[config.mk]
export PLATFORM = sky130hd
export DESIGN_NAME = smlc_lane
export DESIGN_NICKNAME = d
export VERILOG_FILES = /design/src/design/smlc_pkg.sv /design/src/design/smlc_lane.sv
export SDC_FILE = /design/constraint.sdc
export NUM_CORES = 1
export LEC_CHECK = 0
export BUFFER_PORTS_ARGS = -buffer_cell sky130_fd_sc_hd__buf_2
export CAP_MARGIN = 10
export CORE_UTILIZATION = 25
export CTS_CLUSTER_SIZE = 8
export DETAILED_ROUTE_END_ITERATION = 8
export MAX_ROUTING_LAYER = met4
export PLACE_DENSITY = 0.47
export SETUP_SLACK_MARGIN = 0.5
export SLEW_MARGIN = 0
export SYNTH_ARGS = -nofsm -noshare
export SYNTH_HDL_FRONTEND = slang
export SYNTH_SLANG_ARGS = --single-unit
[constraint.sdc]
create_clock -name clk -period 8.7 [get_ports clk]
set_input_delay 1.305 -clock clk [delete_from_list [all_inputs] [get_ports clk]]
set_output_delay 1.305 -clock clk [all_outputs]
set_load 0.005 [all_outputs]
[src/design/smlc_pkg.sv]
package smlc_pkg;

    // Input and output sample widths
    localparam int PSG_W    = 16;
    localparam int FM_W     = 18;
    localparam int GAIN_W   = 8;
    localparam int RANGE_W  = 7;
    localparam int OUT_W    = 16;

    // Scaled product: 18-bit sample times 8-bit gain, magnitude below 2^25
    localparam int PROD_W   = 26;
    localparam int DIVN_W   = 25;
    // Quotient of a 25-bit magnitude by 100 fits in 19 bits
    localparam int DIVQ_W   = 19;
    localparam int QUOT_W   = DIVQ_W + 1;
    localparam int MIX_W    = QUOT_W + 1;

    // Filter weight a = range * 65536 / 100 stays below 2^17
    localparam int WEIGHT_W = 17;
    localparam int ACC_W    = 32;
    localparam int FRAC_W   = 16;

    // Reciprocal of 100 scaled by 2^32, rounded up; exact for inputs below 2^25
    localparam int RECIP_SHIFT = 32;
    localparam int RECIP_W     = 26;
    localparam logic [RECIP_W-1:0] RECIP_100 = 26'd42949673;

    localparam logic [GAIN_W-1:0]   PSG_GAIN_RESET  = 8'd150;
    localparam logic [GAIN_W-1:0]   FM_GAIN_RESET   = 8'd100;
    localparam logic [WEIGHT_W-1:0] WEIGHT_RESET    = 17'd32768;

    localparam logic signed [MIX_W-1:0] SAMPLE_MAX = 21'sd32767;
    localparam logic signed [MIX_W-1:0] SAMPLE_MIN = -21'sd32768;

    localparam int CFG_IDX_W  = 2;
    localparam int CFG_DATA_W = 8;

    typedef enum logic [CFG_IDX_W-1:0] {
        CFG_PSG_GAIN  = 2'd0,
        CFG_FM_GAIN   = 2'd1,
        CFG_LP_ENABLE = 2'd2,
        CFG_LP_RANGE  = 2'd3
    } cfg_index_t;

    // Per-stage load strobes shared by the scaling units and the lanes
    typedef struct packed {
        logic ld_prod;
        logic ld_quot;
        logic ld_mix;
        logic ld_out;
    } pipe_ctrl_t;

    // Unsigned divide by 100 via reciprocal multiply
    function automatic logic [DIVQ_W-1:0] div100(input logic [DIVN_W-1:0] n);
        logic [DIVN_W+RECIP_W-1:0] prod;
        prod = n * RECIP_100;
        return prod[RECIP_SHIFT +: DIVQ_W];
    endfunction

endpackage

[src/design/smlc_lane.sv]
// One output channel: mix, then either a one-pole low-pass or a clip to 16 bits.
module smlc_lane
    import smlc_pkg::*;
(
    input  logic                     clk,
    input  logic                     rst_n,
    input  pipe_ctrl_t               ctrl,
    input  logic signed [QUOT_W-1:0] psg_part,
    input  logic signed [QUOT_W-1:0] fm_part,
    input  logic                     lp_enable,
    input  logic [WEIGHT_W-1:0]      lp_weight,
    output logic signed [OUT_W-1:0]  sample
);

    logic signed [MIX_W-1:0]    mix_next;
    logic signed [MIX_W-1:0]    mix_reg;
    logic signed [MIX_W:0]      diff;
    logic signed [MIX_W+WEIGHT_W+1:0] prod;
    logic [ACC_W-1:0]           acc_next;
    logic [ACC_W-1:0]           acc_reg;
    logic signed [OUT_W-1:0]    out_next;
    logic signed [OUT_W-1:0]    out_reg;

    assign mix_next = MIX_W'(psg_part) + MIX_W'(fm_part);

    // (hi - x) * a + x * 2^16 equals hi * a + x * (2^16 - a) modulo 2^32
    assign diff     = (MIX_W+1)'($signed(acc_reg[ACC_W-1 -: OUT_W])) - (MIX_W+1)'(mix_reg);
    assign prod     = diff * $signed({1'b0, lp_weight});
    assign acc_next = prod[ACC_W-1:0] + {mix_reg[FRAC_W-1:0], {FRAC_W{1'b0}}};

    always_comb
    begin
        if (lp_enable)
        begin
            out_next = $signed(acc_next[ACC_W-1 -: OUT_W]);
        end
        else if (mix_reg > SAMPLE_MAX)
        begin
            out_next = SAMPLE_MAX[OUT_W-1:0];
        end
        else if (mix_reg < SAMPLE_MIN)
        begin
            out_next = SAMPLE_MIN[OUT_W-1:0];
        end
        else
        begin
            out_next = mix_reg[OUT_W-1:0];
        end
    end

    always_ff @(posedge clk or negedge rst_n)
    begin
        if (!rst_n)
        begin
            acc_reg <= '0;
        end
        else if (ctrl.ld_out && lp_enable)
        begin
            acc_reg <= acc_next;
        end
    end

    always_ff @(posedge clk)
    begin
        if (ctrl.ld_mix)
        begin
            mix_reg <= mix_next;
        end
        if (ctrl.ld_out)
        begin
            out_reg <= out_next;
        end
    end

    assign sample = out_reg;

endmodule

; Word-level counts from Yosys, hierarchy flattened
; Cells that the tools add are included.
[word_totals]
input_bits = 64
mem_count = 0
reg_bits = 69
mem_bits_rw = 0
romBits = 0
latch_bits = 0
[op_classes]
n_shift = 0
addsub = 3
mul = 1
n_mux = 3
n_lt_le_gt_ge = 2
div_mod_pow = 0
reduce_logical = 1
eq_ne = 0
bitwise = 0
[ops]
columns = cell, n
row1 = $mux 16, 3
row2 = $add 32x32->32, 1
row3 = $mul 22x18->32, 1
row4 = $sub 16x21->22, 1
row5 = $add 20x20->21, 1
row6 = $gt 21x16->1 const B, 1
row7 = $lt 21x16->1 const B, 1
row8 = $logic_and 1x1->1, 1

; Depth between registers and ports, before layout
[depth]
depth_word = 4
depth_mapped = 37

; Worst setup path after synthesis
; OpenSTA, ideal clock, no wires.
[synth_path]
path_kind = flip-flop to flip-flop
startpoint = reg mix_reg[0]
endpoint = reg out_reg[15] (netlist: sample[15]), data pin
t_required_ns = 8.430
arrival_time_ns = 8.459
setup_time_ns = 0.270
synth_period_minus_slack_ns = 8.729
slack_ns = -0.029
path_stages_with_launch = 35
cell_sequence = edfxtp_1 -> ha_1 -> fa_1 -> nor2b_1 -> o31a_1 -> o221ai_2 -> a21oi_2 -> a21o_1 -> a21o_1 -> a21o_1 -> a21oi_1 -> xnor2_1 -> clkbuf_1 -> and2_1 -> fa_1 -> fa_1 -> inv_1 -> fa_1 -> fa_1 -> inv_1 -> fa_1 -> inv_1 -> fa_1 -> inv_1 -> ha_1 -> a211o_1 -> a2111o_1 -> a211oi_2 -> nor3_1 -> a211oi_2 -> nor2b_1 -> a311oi_1 -> xnor3_1 -> xnor3_1 -> a21oi_1
[synth_between]
elab_chain_len = 4
elab_cells_between_ends = 8
cone_classes = add/sub: 2 / mul: 1 / order compare: 2 / mux: 3
[synth_lines]
columns = item, line
row1 = "start, declared", smlc_lane.sv:16  ; logic signed [MIX_W-1:0] mix_reg;
row2 = "start signal, assigned", smlc_lane.sv:67  ; mix_reg <= mix_next;
row3 = $sub 16x21->22 or $lt 21x16->1 (tied branches), "smlc_lane.sv:27, smlc_lane.sv:41"
row4 = $mul 22x18->32 or $mux 16 (tied branches), "smlc_lane.sv:28, smlc_lane.sv:41"
row5 = $add 32x32->32 or $mux 16 (tied branches), "smlc_lane.sv:29, smlc_lane.sv:37"
row6 = $mux 16 (*), smlc_lane.sv:33  ; if (lp_enable)
row7 = named net out_next[15], smlc_lane.sv:21  ; logic signed [OUT_W-1:0] out_next;
row8 = "end signal, assigned", smlc_lane.sv:71  ; out_reg <= out_next;
row9 = "end, declared", smlc_lane.sv:22  ; logic signed [OUT_W-1:0] out_reg;
; Mark *: on every way through the listed nets, which the timed path passes. The rest lies on a longest branch.
; A chain may end at the register's enable or synchronous reset.

; Worst setup path after layout
[layout_path]
startpoint = reg mix_reg[2]
endpoint = reg out_reg[15] (netlist: sample[15]), data pin
; The elaborated chain is that of the path after synthesis.

==> metrics.md <==
| Metric | Value |
|---|---|
| Fin nets | 2403 |
| Placed cells | 2682 |
| Synth cell types | 53 |
| Critical Path Fanout Max | 4 |
| Initial core utilization | 25.5% |
| Worst-case reg-to-reg path depth | 36 |
| Worst-margin pin slew | 1040 ps |
| Critical path capture point type | flip-flop |
| Initial antenna violation count | 0 |
| Drt first-iter violations | 436 |
| Critical path's slowest cell | fa_2 |
| Status | complete, no violations |
| Final period util | 96.5% |
| Vias in the first global route | 12664 |
| #FFs+latches synth | 53 |
| Yosys warning total | 0 |
| Max frequency | 119 MHz |
| Tightest hold margin | 489 ps |
| Number of synthesized flops with an enable pin | 37 |
| Largest net degree at the start of global routing | 33 |
| Core area | 0.0621 mm2 |
| Hold Fails Final Rpt | 0 |
| Die Ht | 254 um |
| Clock Path Buffers | 2 |
| CP dominant cell by count | inv_2 |
| Layout cells sized above 1 | 16.9% |
| Routed Antenna Nets | 0 |
| Fin crit period | 8390 ps |
| CTS tree | done |
| Synth Area per Inst | 9.00 um2 |
| Dominant cell type by area after synthesis | fa_1 |
| GPL Wtd Cong | 0.819 |
| DIE AREA | 0.0643 mm2 |
| Cts hold-fix bufs | 0 |
| Synth Net Count | 2272 |
| Fin util | 30.2% |
| Max-slew violation count | 0 |
| Storage cell area | 0.00151 mm2 |
| Clock skew | 7.16 ps |
| Final setup viols | 0 |
| Setup TNS | 0 ps |
| Most common library cells after synthesis | inv_1 (452), fa_1 (319), and2_1 (183), nand2_1 (178), ha_1 (131) |
| Root Driver | clkbuf_16 |
| Gate Count Post-Synth | 1758 |
| Top FF cell, synth | edfxtp_1 |
| Max-cap viol count | 0 |
| Filler Cell Count | 6538 |
| Post-DP HPWL | 35.3 mm |
| Worst Setup Path Type | flip-flop to flip-flop |
| Synth-to-Final Area Change | 18.4% |
| Skew-Pair Late Insertion Delay | 290 ps |
| Post-synth ARST share | 30.2% |
| DR WL/cell | 15.3 um |
| Top-area cell type share of the netlist area | 40.4% |
| DRT Wirelength | 41.7 mm |
| RSZ-0062 raised after global routing | yes |
| Number of flip-flops in the largest register | 21 |
| Synth area leaders | fa_1 (40%), inv_1 (11%), ha_1 (10%) |
| Req. time, crit path | 8730 ps |
| DR vias | 11506 |
| Drt drc | 0 |
| Ports | 80 |
| Core Rows | 91 |
| Vias per inst | 4.22 |
| CTS Sinks | 53 |
| Finished Layout Cells | 2729 |
| Die W | 254 um |
| Detailed Routing Iterations Pass 1 | 5 |
| Slew headroom | 30.0% |
| CP arrival | 8420 ps |
| H-Tree Depth | 2 |
| GRT Util Overall | 14.2% |
| Seq/Total Area, Yosys | 9.56% |
| Top-count cell post-synth | inv_1 |
| Multi-input logic area | 0.0130 mm2 |
| Num CTS Buffers | 5 |
| Hold Crit Class | flip-flop to flip-flop |
| IO buf count | 77 |
| First-pass GRT wire length | 69.1 mm |
| Cells on Worst Hold Path | 2 |
| Crit path largest cell delay | 540 ps |
| CP Launch Type | flip-flop |
| CTS clk-pin slew, worst paths | 70 ps |
| Total congestion overflow | 0 |
| Post-Synthesis Cell Area | 0.0158 mm2 |
==> critical path: cells and delay by family, from the launching register on <==
family	cells	cell delay, ps
adders and majority gates	8	3220
AOI/OAI and AO/OA	13	2610
buffers and inverters	8	820
xor gates and xnor gates	3	670
DFF	1	410
and+or+nand+nor	4	400
==> timing repair <==
action / CTS / global route
pin swaps: 86 / 21
gates resized for setup: 98 / 36
buffers inserted: 27 / 9
endpoints found under the setup margin: 22 / 23
gates cloned: 0 / 0
==> layout by cell type, fill, tap and decap left out, drive strengths merged, types with 6 or more instances in the layout <==
master | Yosys | final
mux2 | 8 | 8
and3 | 6 | 6
o21ai | 38 | 38
nand2 | 178 | 178
a21oi | 51 | 51
fa | 319 | 319
a31oi | 7 | 7
nand3 | 12 | 12
o21a | 13 | 13
nor3 | 18 | 18
ha | 131 | 131
nor2 | 36 | 36
o211ai | 7 | 7
clkbuf | 63 | 6
buf | 1 | 188
nor4 | 7 | 7
edfxtp | 37 | 37
a211oi | 12 | 12
and2 | 183 | 183
inv | 452 | 453
xor2 | 18 | 18
dfrtp | 16 | 16
o21bai | 7 | 7
a21o | 16 | 16
xnor2 | 40 | 40
nand2b | 15 | 15
nor2b | 30 | 30
==> metal layers <==
| layer | track usage (%) | part of all wire [%] | vias to the layer above |
|---|---|---|---|
| met2 | 24.8 | 50 | 158 |
| met3 | 0.707 | 2.1 | 37 |
| li1 | - | - | 5515 |
| met5 | - | 0 | - |
| met1 | 18.0 | 46 | 5796 |
| met4 | 3.12 | 2.2 | 0 |
==> stage by stage <==
stage	instance area, um2	setup WS (ps)
after floorplan	15900	536
after global placement	17600	-69.5
after detailed placement	17600	-119
after CTS	18500	244
after global routing	18700	3.53
final	18700	306
==> area by class of cell <==
class	instances	area share (%)
well taps	837	5.59
inverters	452	9.06
flip-flops and latches	53	8.07
diodes	2	0.0267
clock buffers	6	0.802
clock inverters	2	0.107
multi-input cells	1189	69.4
repair buffers	188	6.97
==> cells by family after synthesis <==
| logic type | share of synthesized area (%) |
|---|---|
| buf+inv | 12.2 |
| simple gates | 16.2 |
| fa+ha+maj | 50.7 |
| compound gates | 6.97 |
| xor+xnor | 3.65 |
| flops | 9.56 |
| mux | 0.696 |
==> path summary, 6_finish.rpt <==
check / start / to / slack (ps)
worst max register to register: mix_reg[2] / sample[15] / 310
worst max-delay path: mix_reg[2] / sample[15] / 310
max in group asynchronous: rst_n / acc_reg[26] / 7480
worst min-delay path: acc_reg[28] / acc_reg[28] / 490
min in group asynchronous: rst_n / acc_reg[17] / 930
worst min register to register: acc_reg[28] / acc_reg[28] / 490
Power is not shown: default switching activity piles up to over one toggle a cycle in this logic, so the estimate is an artifact.
