--- src/design/smlc_pkg.sv ---
package smlc_pkg;

    // Input and output sample widths
    localparam int PSG_W    = 16;
    localparam int FM_W     = 18;
    localparam int GAIN_W   = 8;
    localparam int RANGE_W  = 7;
    localparam int OUT_W    = 16;

    // Scaled product: 18-bit sample times 8-bit gain, magnitude below 2^25
    localparam int PROD_W   = 26;
    localparam int DIVN_W   = 25;
    // Quotient of a 25-bit magnitude by 100 fits in 19 bits
    localparam int DIVQ_W   = 19;
    localparam int QUOT_W   = DIVQ_W + 1;
    localparam int MIX_W    = QUOT_W + 1;

    // Filter weight a = range * 65536 / 100 stays below 2^17
    localparam int WEIGHT_W = 17;
    localparam int ACC_W    = 32;
    localparam int FRAC_W   = 16;

    // Reciprocal of 100 scaled by 2^32, rounded up; exact for inputs below 2^25
    localparam int RECIP_SHIFT = 32;
    localparam int RECIP_W     = 26;
    localparam logic [RECIP_W-1:0] RECIP_100 = 26'd42949673;

    localparam logic [GAIN_W-1:0]   PSG_GAIN_RESET  = 8'd150;
    localparam logic [GAIN_W-1:0]   FM_GAIN_RESET   = 8'd100;
    localparam logic [WEIGHT_W-1:0] WEIGHT_RESET    = 17'd32768;

    localparam logic signed [MIX_W-1:0] SAMPLE_MAX = 21'sd32767;
    localparam logic signed [MIX_W-1:0] SAMPLE_MIN = -21'sd32768;

    localparam int CFG_IDX_W  = 2;
    localparam int CFG_DATA_W = 8;

    typedef enum logic [CFG_IDX_W-1:0] {
        CFG_PSG_GAIN  = 2'd0,
        CFG_FM_GAIN   = 2'd1,
        CFG_LP_ENABLE = 2'd2,
        CFG_LP_RANGE  = 2'd3
    } cfg_index_t;

    // Per-stage load strobes shared by the scaling units and the lanes
    typedef struct packed {
        logic ld_prod;
        logic ld_quot;
        logic ld_mix;
        logic ld_out;
    } pipe_ctrl_t;

    // Unsigned divide by 100 via reciprocal multiply
    function automatic logic [DIVQ_W-1:0] div100(input logic [DIVN_W-1:0] n);
        logic [DIVN_W+RECIP_W-1:0] prod;
        prod = n * RECIP_100;
        return prod[RECIP_SHIFT +: DIVQ_W];
    endfunction

endpackage

--- src/design/smlc_scale.sv ---
// Percent gain: multiply by the gain, then divide by 100 truncating toward zero.
module smlc_scale
    import smlc_pkg::*;
(
    input  logic                     clk,
    input  pipe_ctrl_t               ctrl,
    input  logic signed [FM_W-1:0]   sample,
    input  logic [GAIN_W-1:0]        gain,
    output logic signed [QUOT_W-1:0] quot
);

    logic signed [PROD_W:0]   prod_full;
    logic signed [PROD_W-1:0] prod_reg;
    logic                     neg;
    logic [PROD_W-1:0]        mag;
    logic [DIVQ_W-1:0]        q;
    logic signed [QUOT_W-1:0] quot_next;
    logic signed [QUOT_W-1:0] quot_reg;

    assign prod_full = sample * $signed({1'b0, gain});

    // Divide the magnitude, then restore the sign
    assign neg       = prod_reg[PROD_W-1];
    assign mag       = neg ? (-prod_reg) : prod_reg;
    assign q         = div100(mag[DIVN_W-1:0]);
    assign quot_next = neg ? -$signed({1'b0, q}) : $signed({1'b0, q});

    always_ff @(posedge clk)
    begin
        if (ctrl.ld_prod)
        begin
            prod_reg <= prod_full[PROD_W-1:0];
        end
        if (ctrl.ld_quot)
        begin
            quot_reg <= quot_next;
        end
    end

    assign quot = quot_reg;

endmodule

--- config.mk ---
export PLATFORM = sky130hd
export DESIGN_NAME = smlc_scale
export DESIGN_NICKNAME = d
export VERILOG_FILES = /design/src/design/smlc_pkg.sv /design/src/design/smlc_scale.sv
export SDC_FILE = /design/constraint.sdc
export NUM_CORES = 1
export LEC_CHECK = 0
export ABC_AREA = 1
export BUFFER_PORTS_ARGS = -buffer_cell sky130_fd_sc_hd__buf_2
export CAP_MARGIN = 5
export CORE_ASPECT_RATIO = 0.75
export CORE_MARGIN = 8
export CORE_UTILIZATION = 52
export CTS_BUF_LIST = sky130_fd_sc_hd__clkbuf_4
export DETAILED_ROUTE_END_ITERATION = 12
export PLACE_DENSITY = 0.69
export SKIP_LAST_GASP = 1
export SLEW_MARGIN = 20
export SYNTH_ARGS = -nofsm -noshare
export SYNTH_HDL_FRONTEND = slang
export SYNTH_SLANG_ARGS = --single-unit
--- constraint.sdc ---
create_clock -name clk -period 15.6 [get_ports clk]
set_clock_uncertainty 0.15 [all_clocks]
set_input_delay 3.9 -clock clk [delete_from_list [all_inputs] [get_ports clk]]
set_output_delay 3.9 -clock clk [all_outputs]
set_load 0.01 [all_outputs]
Yosys cells after proc, flatten, opt, wreduce, memory -nomap -nowiden --
Cells that the tools add are included.
Storage, ports and cells: register bits after elaboration 46, bits of input ports 31, output and inout port bits 20, word-level logic and storage cells 9
Operators by class: add/subtract/negate cells 2, $mul 2, muxes and demuxes 2
Operators by type and width (number):
- 25-bit by 26-bit multiplier with 51-bit output, second input constant | 1
- 18-bit by 9-bit multiplier with 26-bit output | 1
- 25-bit 2-to-1 mux | 1
- 25-bit negation | 1
- 19-bit negation with 20-bit output | 1
- 19-bit 2-to-1 mux | 1

Longest topological paths before layout --
Gate-level depths: netlist of run 1.
depth in word-level cells 5, depth in mapped cells 47, depth with buffers taken out 47

Worst setup path after synthesis of run 1 --
No wires, ideal clock.
path kind input to register, start point input gain[0], end point register prod_reg[22] (data pin), setup time 0.260 ns, data arrival time 8.212 ns, slack 6.978 ns, stages on the path 20, path buffers 2, path through clkbuf_1 clkbuf_1 nand2_1 fa_1 inv_1 fa_1 inv_1 fa_1 inv_1 fa_1 ha_1 nand4_1 o221ai_1 nand3_1 and2_1 o21ai_1 a21boi_0 nor2_1 nor2_1 xor2_1
On the way: word-level cells in the longest chain between the ends 1
RTL lines:
- start, declared | RTL line smlc_scale.sv:8 | input logic [GAIN_W-1:0] gain,
- 18-bit by 9-bit multiplier with 26-bit output | RTL line smlc_scale.sv:20 | assign prod_full = sample * $signed({1'b0, gain});
- named net prod_full[22] | RTL line smlc_scale.sv:12 | logic signed [PROD_W:0] prod_full;
- end signal, assigned | RTL line smlc_scale.sv:32 | prod_reg <= prod_full[PROD_W-1:0];
- end, declared | RTL line smlc_scale.sv:13 | logic signed [PROD_W-1:0] prod_reg;
The timed path passes the listed nets, and every way through them passes these cells. A chain may end at the register's enable or synchronous reset.

Worst setup path in the final report of run 1 --
start point register prod_reg[0], end point register quot_reg[18] (netlist: quot[18]) (data pin)
On the way: word-level cells in the longest chain between the ends 5
RTL lines:
- 25-bit negation | RTL line smlc_scale.sv:24 | assign mag = neg ? (-prod_reg) : prod_reg;
- 25-bit 2-to-1 mux * | RTL line smlc_scale.sv:24
- 25-bit by 26-bit multiplier with 51-bit output * | RTL line smlc_pkg.sv:56 | prod = n * RECIP_100;
- 19-bit negation with 20-bit output | RTL line smlc_scale.sv:26 | assign quot_next = neg ? -$signed({1'b0, q}) : $signed({1'b0, q});
- 19-bit 2-to-1 mux * | RTL line smlc_scale.sv:26
- named net quot_next[18] | RTL line smlc_scale.sv:17 | logic signed [QUOT_W-1:0] quot_next;
- end signal, assigned | RTL line smlc_scale.sv:36 | quot_reg <= quot_next;
- end, declared | RTL line smlc_scale.sv:18 | logic signed [QUOT_W-1:0] quot_reg;
Mark *: on every way through the listed nets, which the timed path passes. The rest lies on a longest branch.

==> run_results.csv, run 1 <==
group,metric,value,unit
outcome,outcome,"finished clean",
sta,clock_period_minus_final_worst_setup_slack,9.89,ns
flow_run,max_cap_violations,0,
route,drt-total-wl,49.4,mm
clock_tree,worst_skew_pair.late_latency,0.43,ns
place,io_buffers,48,
place,place_congestion,0.991,
critical_path,regToRegSetupSlack,5.71,ns
critical_path,slowest_stage_delay_cp,0.92,ns
logic_synthesis,yosys.cell_types.count,44,
floorplanning,die_height,183,microns
clock_tree,cts_setup_buffers,0,
route,dr.pass1.iters,5,
logic_synthesis,netlist_instances,2458,
route,routed_vias,15000,
floorplanning,die-width,239,microns
critical_path,critical_path_buf_inv_count,10,
floorplanning,ios,51,
clock_tree,cts_root_buf,"sky130_fd_sc_hd__clkbuf_4",
sta,timing.setup.tns,0,ns
logic_synthesis,synth-edff-count,46,
logic_synthesis,avgSynthCellArea,7.88,sq um
logic_synthesis,syn_area,19400,sq um
floorplanning,initial_utilization,52.6,%
sta,relSlewSlack,21.4,%
global_route,antenna_violations_before_repair,2,
sta,finalHoldViolCount,0,
clock_tree,clock_transition_at_the_registers_of_the_reported_paths,0.17,ns
global_route,grt_start_max_net_pins,39,
clock_tree,numCtsBuffers,5,
min_path,min-delay-path-class,"reg -> reg",
clock_tree,clock_sink_count,46,
cells_and_area,final_layout_size_suffix_gt1_share,5.23,%
cells_and_area,nNetsFinal,3151,
logic_synthesis,synth-main-ff-cell,"sky130_fd_sc_hd__edfxtp_1",
cells_and_area,flip_flop_count_of_the_largest_register_all_copies_and_words_added,26,
logic_synthesis,synthesis.nets,3124,
global_route,grt_pass1_wl,81.3,mm
cells_and_area,area_growth,4.70,%
logic_synthesis,synth.ff_latch_count,46,
global_route,grt_use_total,23.3,%
critical_path,crit_slowest_cell,"sky130_fd_sc_hd__xnor2_1",
route,wl_per_cell,16.5,microns
critical_path,timing.critical_path.arrival,9.94,ns
sta,max_freq,0.101,GHz
critical_path,cp_data_required_time,15.65,ns
clock_tree,cts_resized,0,
floorplanning,design.die.area,43800,sq um
route,route.antenna.remaining_nets,0,
logic_synthesis,ys_seq_area_share,7.13,%
sta,least_margin_pin_slew,1.17,ns
clock_tree,cts_htree_levels,2,
critical_path,timing_worst_setup_path_type,"reg -> reg",
route,route.detailed.drc,0,
place,detailed_place_hpwl,45.2,mm
global_route,globalRouteOverflowTotal,0,
sta,number_of_failing_setup_endpoints_in_the_final_timing_report,0,
critical_path,critical_path_launch_point_type,"flip-flop",
clock_tree,cts_tree,"done",
logic_synthesis,synth-async-reset-ratio,0,%
floorplanning,core_area,36900,sq um
sta,final_cycle_utilization_of_the_critical_path,63.4,%
critical_path,crit_top_cell,"sky130_fd_sc_hd__nand2_1",
floorplanning,num_rows,61,
sta,final_max_slew_violation_count,0,
logic_synthesis,synthesis.yosys.warnings,0,
critical_path,crit_family,"adder cells",
route,via_to_cell_ratio,5.03,
critical_path,highest_net_fanout_along_the_worst_path,11,
clock_tree,clock_tree.buffer_depth,2,
sta,grt_setup_unrepaired,"no",
clock_tree,cts.hold.buffers_added,0,
route,initialDrtViolationCount,969,
global_route,grt_pass1_vias,15900,
critical_path,crit_path_end_kind,"flip-flop",
final cells by class:
class                           instances  area, sq um
Timing Repair Buffer                   59          323
Clock inverter                          3         48.8
Fill cell                            3547        16600
Clock buffer                            5         37.5
Antenna cell                            1         2.50
Sequential cell                        46         1380
Multi-Input combinational cell       1587        14900
Inverter                              786         2950
Tap cell                              504          631
cell families after synthesis:
group                      synth area share, %
buffers and inverters                     16.0
and+or+nand+nor                           16.0
adders and majority gates                 53.5
AOI/OAI and AO/OA                         4.24
xor gates and xnor gates                  3.11
DFF                                       7.13
cell usage after synthesis, types with 5 or more instances:
| cell type | number | area share, % |
|---|---|---|
| sky130_fd_sc_hd__buf_1 | 11 | 0.21 |
| sky130_fd_sc_hd__inv_2 | 13 | 0.25 |
| sky130_fd_sc_hd__o21bai_1 | 9 | 0.35 |
| sky130_fd_sc_hd__ha_1 | 312 | 20 |
| sky130_fd_sc_hd__xor2_1 | 36 | 1.6 |
| sky130_fd_sc_hd__nand2_1 | 476 | 9.2 |
| sky130_fd_sc_hd__o21ai_0 | 41 | 1.1 |
| sky130_fd_sc_hd__xnor2_1 | 26 | 1.2 |
| sky130_fd_sc_hd__nand3b_1 | 8 | 0.31 |
| sky130_fd_sc_hd__a21oi_1 | 78 | 2.0 |
| sky130_fd_sc_hd__nor2_1 | 127 | 2.5 |
| sky130_fd_sc_hd__edfxtp_1 | 46 | 7.1 |
| sky130_fd_sc_hd__nand3_1 | 56 | 1.4 |
| sky130_fd_sc_hd__nand4_1 | 14 | 0.45 |
| sky130_fd_sc_hd__nor2_2 | 12 | 0.39 |
| sky130_fd_sc_hd__clkbuf_1 | 27 | 0.52 |
| sky130_fd_sc_hd__or2_2 | 6 | 0.19 |
| sky130_fd_sc_hd__nor3_2 | 5 | 0.26 |
| sky130_fd_sc_hd__inv_1 | 773 | 15 |
| sky130_fd_sc_hd__fa_1 | 323 | 33 |
| sky130_fd_sc_hd__nor3_1 | 13 | 0.34 |
| sky130_fd_sc_hd__nand2_2 | 9 | 0.29 |
worst min-delay path, cell delays in order (launching register included):
cell,delay (ns)
sky130_fd_sc_hd__edfxtp_1,0.41
sky130_fd_sc_hd__buf_4,0.28
sky130_fd_sc_hd__nand2_1,0.12
sky130_fd_sc_hd__nand2_1,0.05
placed cells by master, fill, tap and decap left out, types with 3 or more instances in the layout:
cell type / count
sky130_fd_sc_hd__nor2_1: 127
sky130_fd_sc_hd__xor2_2: 4
sky130_fd_sc_hd__nor2_2: 12
sky130_fd_sc_hd__ha_1: 312
sky130_fd_sc_hd__xor2_1: 34
sky130_fd_sc_hd__nor4_1: 3
sky130_fd_sc_hd__inv_1: 773
sky130_fd_sc_hd__clkbuf_4: 5
sky130_fd_sc_hd__a31oi_1: 3
sky130_fd_sc_hd__nor4_2: 3
sky130_fd_sc_hd__nor3_2: 5
sky130_fd_sc_hd__o21ai_0: 41
sky130_fd_sc_hd__nand2_2: 9
sky130_fd_sc_hd__nor3_1: 13
sky130_fd_sc_hd__xnor2_1: 26
sky130_fd_sc_hd__buf_2: 48
sky130_fd_sc_hd__nand3b_1: 8
sky130_fd_sc_hd__a21oi_1: 78
sky130_fd_sc_hd__o31ai_1: 3
sky130_fd_sc_hd__nand2_1: 476
sky130_fd_sc_hd__or2_2: 6
sky130_fd_sc_hd__nand4_1: 14
sky130_fd_sc_hd__nand3_1: 56
sky130_fd_sc_hd__fa_1: 323
sky130_fd_sc_hd__buf_4: 11
sky130_fd_sc_hd__o21ai_1: 3
sky130_fd_sc_hd__o21bai_1: 9
sky130_fd_sc_hd__edfxtp_1: 46
sky130_fd_sc_hd__inv_2: 13
routing by layer:
metal / track usage [%] / vias to the layer above / share of wire (%)
met3: 2.29 / 55 / 6.1
li1: - / 7275 / -
met4: 4.14 / 2 / 1.6
met2: 39.5 / 410 / 46
met1: 32.5 / 7306 / 46
met5: 0 / - / 0.018
final timing paths:
path | depth (start not counted) | start | to
setup / recovery | 41 | prod_reg[0] | quot[18]
hold / removal | 3 | prod_reg[25] | quot[19]
hold reg to reg | 3 | prod_reg[25] | quot[19]
setup reg to reg | 41 | prod_reg[0] | quot[18]
metrics by stage:
step	instance area, sq um	setup WS [ns]	hold WS, ns	instances	utilization (%)
2_1_floorplan	19400	6.98	0.938	2458	-
5_1_grt	20300	5.29	0.933	2991	55.0
4_1_cts	20300	5.86	0.868	2990	55.0
6_report	20300	5.71	0.871	2991	55.0
3_3_place_gp	20200	6.07	0.822	2982	54.7
3_5_place_dp	20200	5.87	0.830	2982	54.7
Power of run 1 is not shown: default switching activity piles up to over one toggle a cycle in this logic, so the estimate is an artifact.
==> inputs of run 2 (changes only) <==
==> constraint.sdc (replaced) <==
create_clock -name clk -period 9.3 [get_ports clk]
set_clock_uncertainty 0.15 [all_clocks]
set_input_delay 2.325 -clock clk [delete_from_list [all_inputs] [get_ports clk]]
set_output_delay 2.325 -clock clk [all_outputs]
set_load 0.01 [all_outputs]
==> run 2 against run 1 <==
Net effect: clock-buffer cell count is the same; global-route usage is 0.14 points lower; via count hardly changed; fmax is 13% higher; final cell count is 0.47% higher; critical path type unchanged; highest routed layer unchanged; first-iteration DRC count increased by 18%; sequential cell count unchanged; final area is 0.51% higher; core utilization increased by 0.28 points; die area did not move; worst setup slack got worse by 5.1 ns; sequential share of layout area about the same.
==> run_results.csv, run 2 (same netlist as run 1, synthesis figures left out) <==
group,metric,value,unit
route,initialDrtViolationCount,1141,
clock_tree,cts_root_buf,"sky130_fd_sc_hd__clkbuf_4",
floorplanning,core_area,36900,sq um
sta,relSlewSlack,30.0,%
route,drt-total-wl,49.2,mm
route,route.antenna.remaining_nets,0,
critical_path,crit_slowest_cell,"sky130_fd_sc_hd__fa_1",
clock_tree,cts_htree_levels,2,
sta,final_max_slew_violation_count,0,
cells_and_area,flip_flop_count_of_the_largest_register_all_copies_and_words_added,26,
floorplanning,initial_utilization,52.6,%
critical_path,crit_top_cell,"sky130_fd_sc_hd__fa_1",
route,route.detailed.drc,0,
outcome,outcome,"finished clean",
global_route,antenna_violations_before_repair,3,
sta,number_of_failing_setup_endpoints_in_the_final_timing_report,0,
place,detailed_place_hpwl,45.2,mm
clock_tree,clock_tree.buffer_depth,2,
critical_path,timing.reg2reg.worst_path_depth,33,
sta,clock_period_minus_final_worst_setup_slack,8.72,ns
floorplanning,die_height,183,microns
critical_path,timing_worst_setup_path_type,"reg -> reg",
critical_path,crit_path_end_kind,"flip-flop",
min_path,min_path_cells,3,
clock_tree,clock_sink_count,46,
critical_path,highest_net_fanout_along_the_worst_path,5,
cells_and_area,final_layout_size_suffix_gt1_share,5.88,%
clock_tree,cts.hold.buffers_added,0,
floorplanning,num_rows,61,
clock_tree,worst_skew_pair.late_latency,0.42,ns
route,routed_vias,15000,
route,wl_per_cell,16.4,microns
sta,timing.hold.ws,1.09,ns
cells_and_area,layout.core_utilization,55.3,%
min_path,min-delay-path-class,"reg -> reg",
global_route,grt_use_total,23.1,%
critical_path,cp_data_required_time,9.35,ns
cells_and_area,nNetsFinal,3165,
floorplanning,design.die.area,43800,sq um
cells_and_area,n_fill_cell,3527,
place,place_ws,0.473,ns
route,dr.pass1.iters,5,
place,io_buffers,48,
floorplanning,die-width,239,microns
sta,least_margin_pin_slew,1.04,ns
flow_run,max_cap_violations,0,
floorplanning,ios,51,
cells_and_area,layout_commonest_cell,"sky130_fd_sc_hd__inv_1",
cells_and_area,layout_common_cells,"sky130_fd_sc_hd__inv_1, sky130_fd_sc_hd__nand2_1, sky130_fd_sc_hd__fa_1",
sta,max_freq,0.115,GHz
route,via_to_cell_ratio,5.01,
place,place_congestion,0.988,
route,top_layer_used,"met5",
cells_and_area,area_growth,5.23,%
sta,timing.setup.tns,0,ns
sta,final_cycle_utilization_of_the_critical_path,93.8,%
clock_tree,numCtsBuffers,5,
route,wl_met3,3.44,mm
clock_tree,cts_tree,"done",
route,met1Wirelength,22.1,mm
critical_path,slowest_stage_delay_cp,0.63,ns
route,wl_met2,22.6,mm
critical_path,critical_path_launch_point_type,"flip-flop",
global_route,grt_pass1_wl,80.5,mm
global_route,globalRouteOverflowTotal,0,
global_route,grt_start_max_net_pins,27,
sta,finalHoldViolCount,0,
clock_tree,cts_setup_buffers,0,
global_route,grt_pass1_vias,16000,
critical_path,timing.critical_path.arrival,8.77,ns
sta,grt_setup_unrepaired,"no",
sta,final.setup.worst_slack,0.580,ns
clock_tree,clock_transition_at_the_registers_of_the_reported_paths,0.17,ns
==> run 2: changes by cell type in the layout (fill, tap and decap cells not counted), sizes merged <==
cell      previous run  this run
clkinvlp             1         0
buf                 59        73
clkinv               0         1
==> run 2: timing repair <==
action | 4_1_cts | 5_1_grt
endpoints found under the hold margin | 0 | 0
gates resized for setup | 0 | 5
endpoints found under the setup margin | 0 | 16
==> run 2: metal layers <==
layer  up-vias  track usage (%)
li1       7298                -
met1      7245             31.1
met2       429             39.1
met3        68             3.91
met4         4             4.86
met5         -                0
==> run 2: layout make-up <==
type                    count  area, sq um  area share [%]
diodes                      1         2.50          0.0123
clock buffers               5         37.5           0.184
clock inverters             3         43.8           0.215
inverters                 786         2950            14.5
multi-input cells        1587        14900            73.1
flip-flops and latches     46         1380            6.78
well taps                 504          631            3.09
repair buffers             73          428            2.10
==> run 2: path summary, 6_finish.rpt <==
kind                                    from  endpoint  slack, ns
worst max-delay path             prod_reg[0]  quot[16]       0.58
worst min-delay path            prod_reg[25]  quot[19]       1.09
worst max register to register   prod_reg[0]  quot[16]       0.58
worst min register to register  prod_reg[25]  quot[19]       1.09
==> run 2: critical path, delay by kind of cell (launching register included) <==
family                     cells  cell delay (ns)
buffers and inverters          7             0.76
and+or+nand+nor               13             1.81
adders and majority gates      9             4.24
xor gates and xnor gates       1             0.27
DFF                            1             0.44
AOI/OAI and AO/OA              3             0.83
==> run 2: metrics by stage <==
step                      area (sq um)  std cells
after floorplan                  19400       2458
after global placement           20300       2996
after detailed placement         20300       2996
after CTS                        20400       3004
after global routing             20400       3005
final                            20400       3005
Power of run 2 is left out for the same reason.
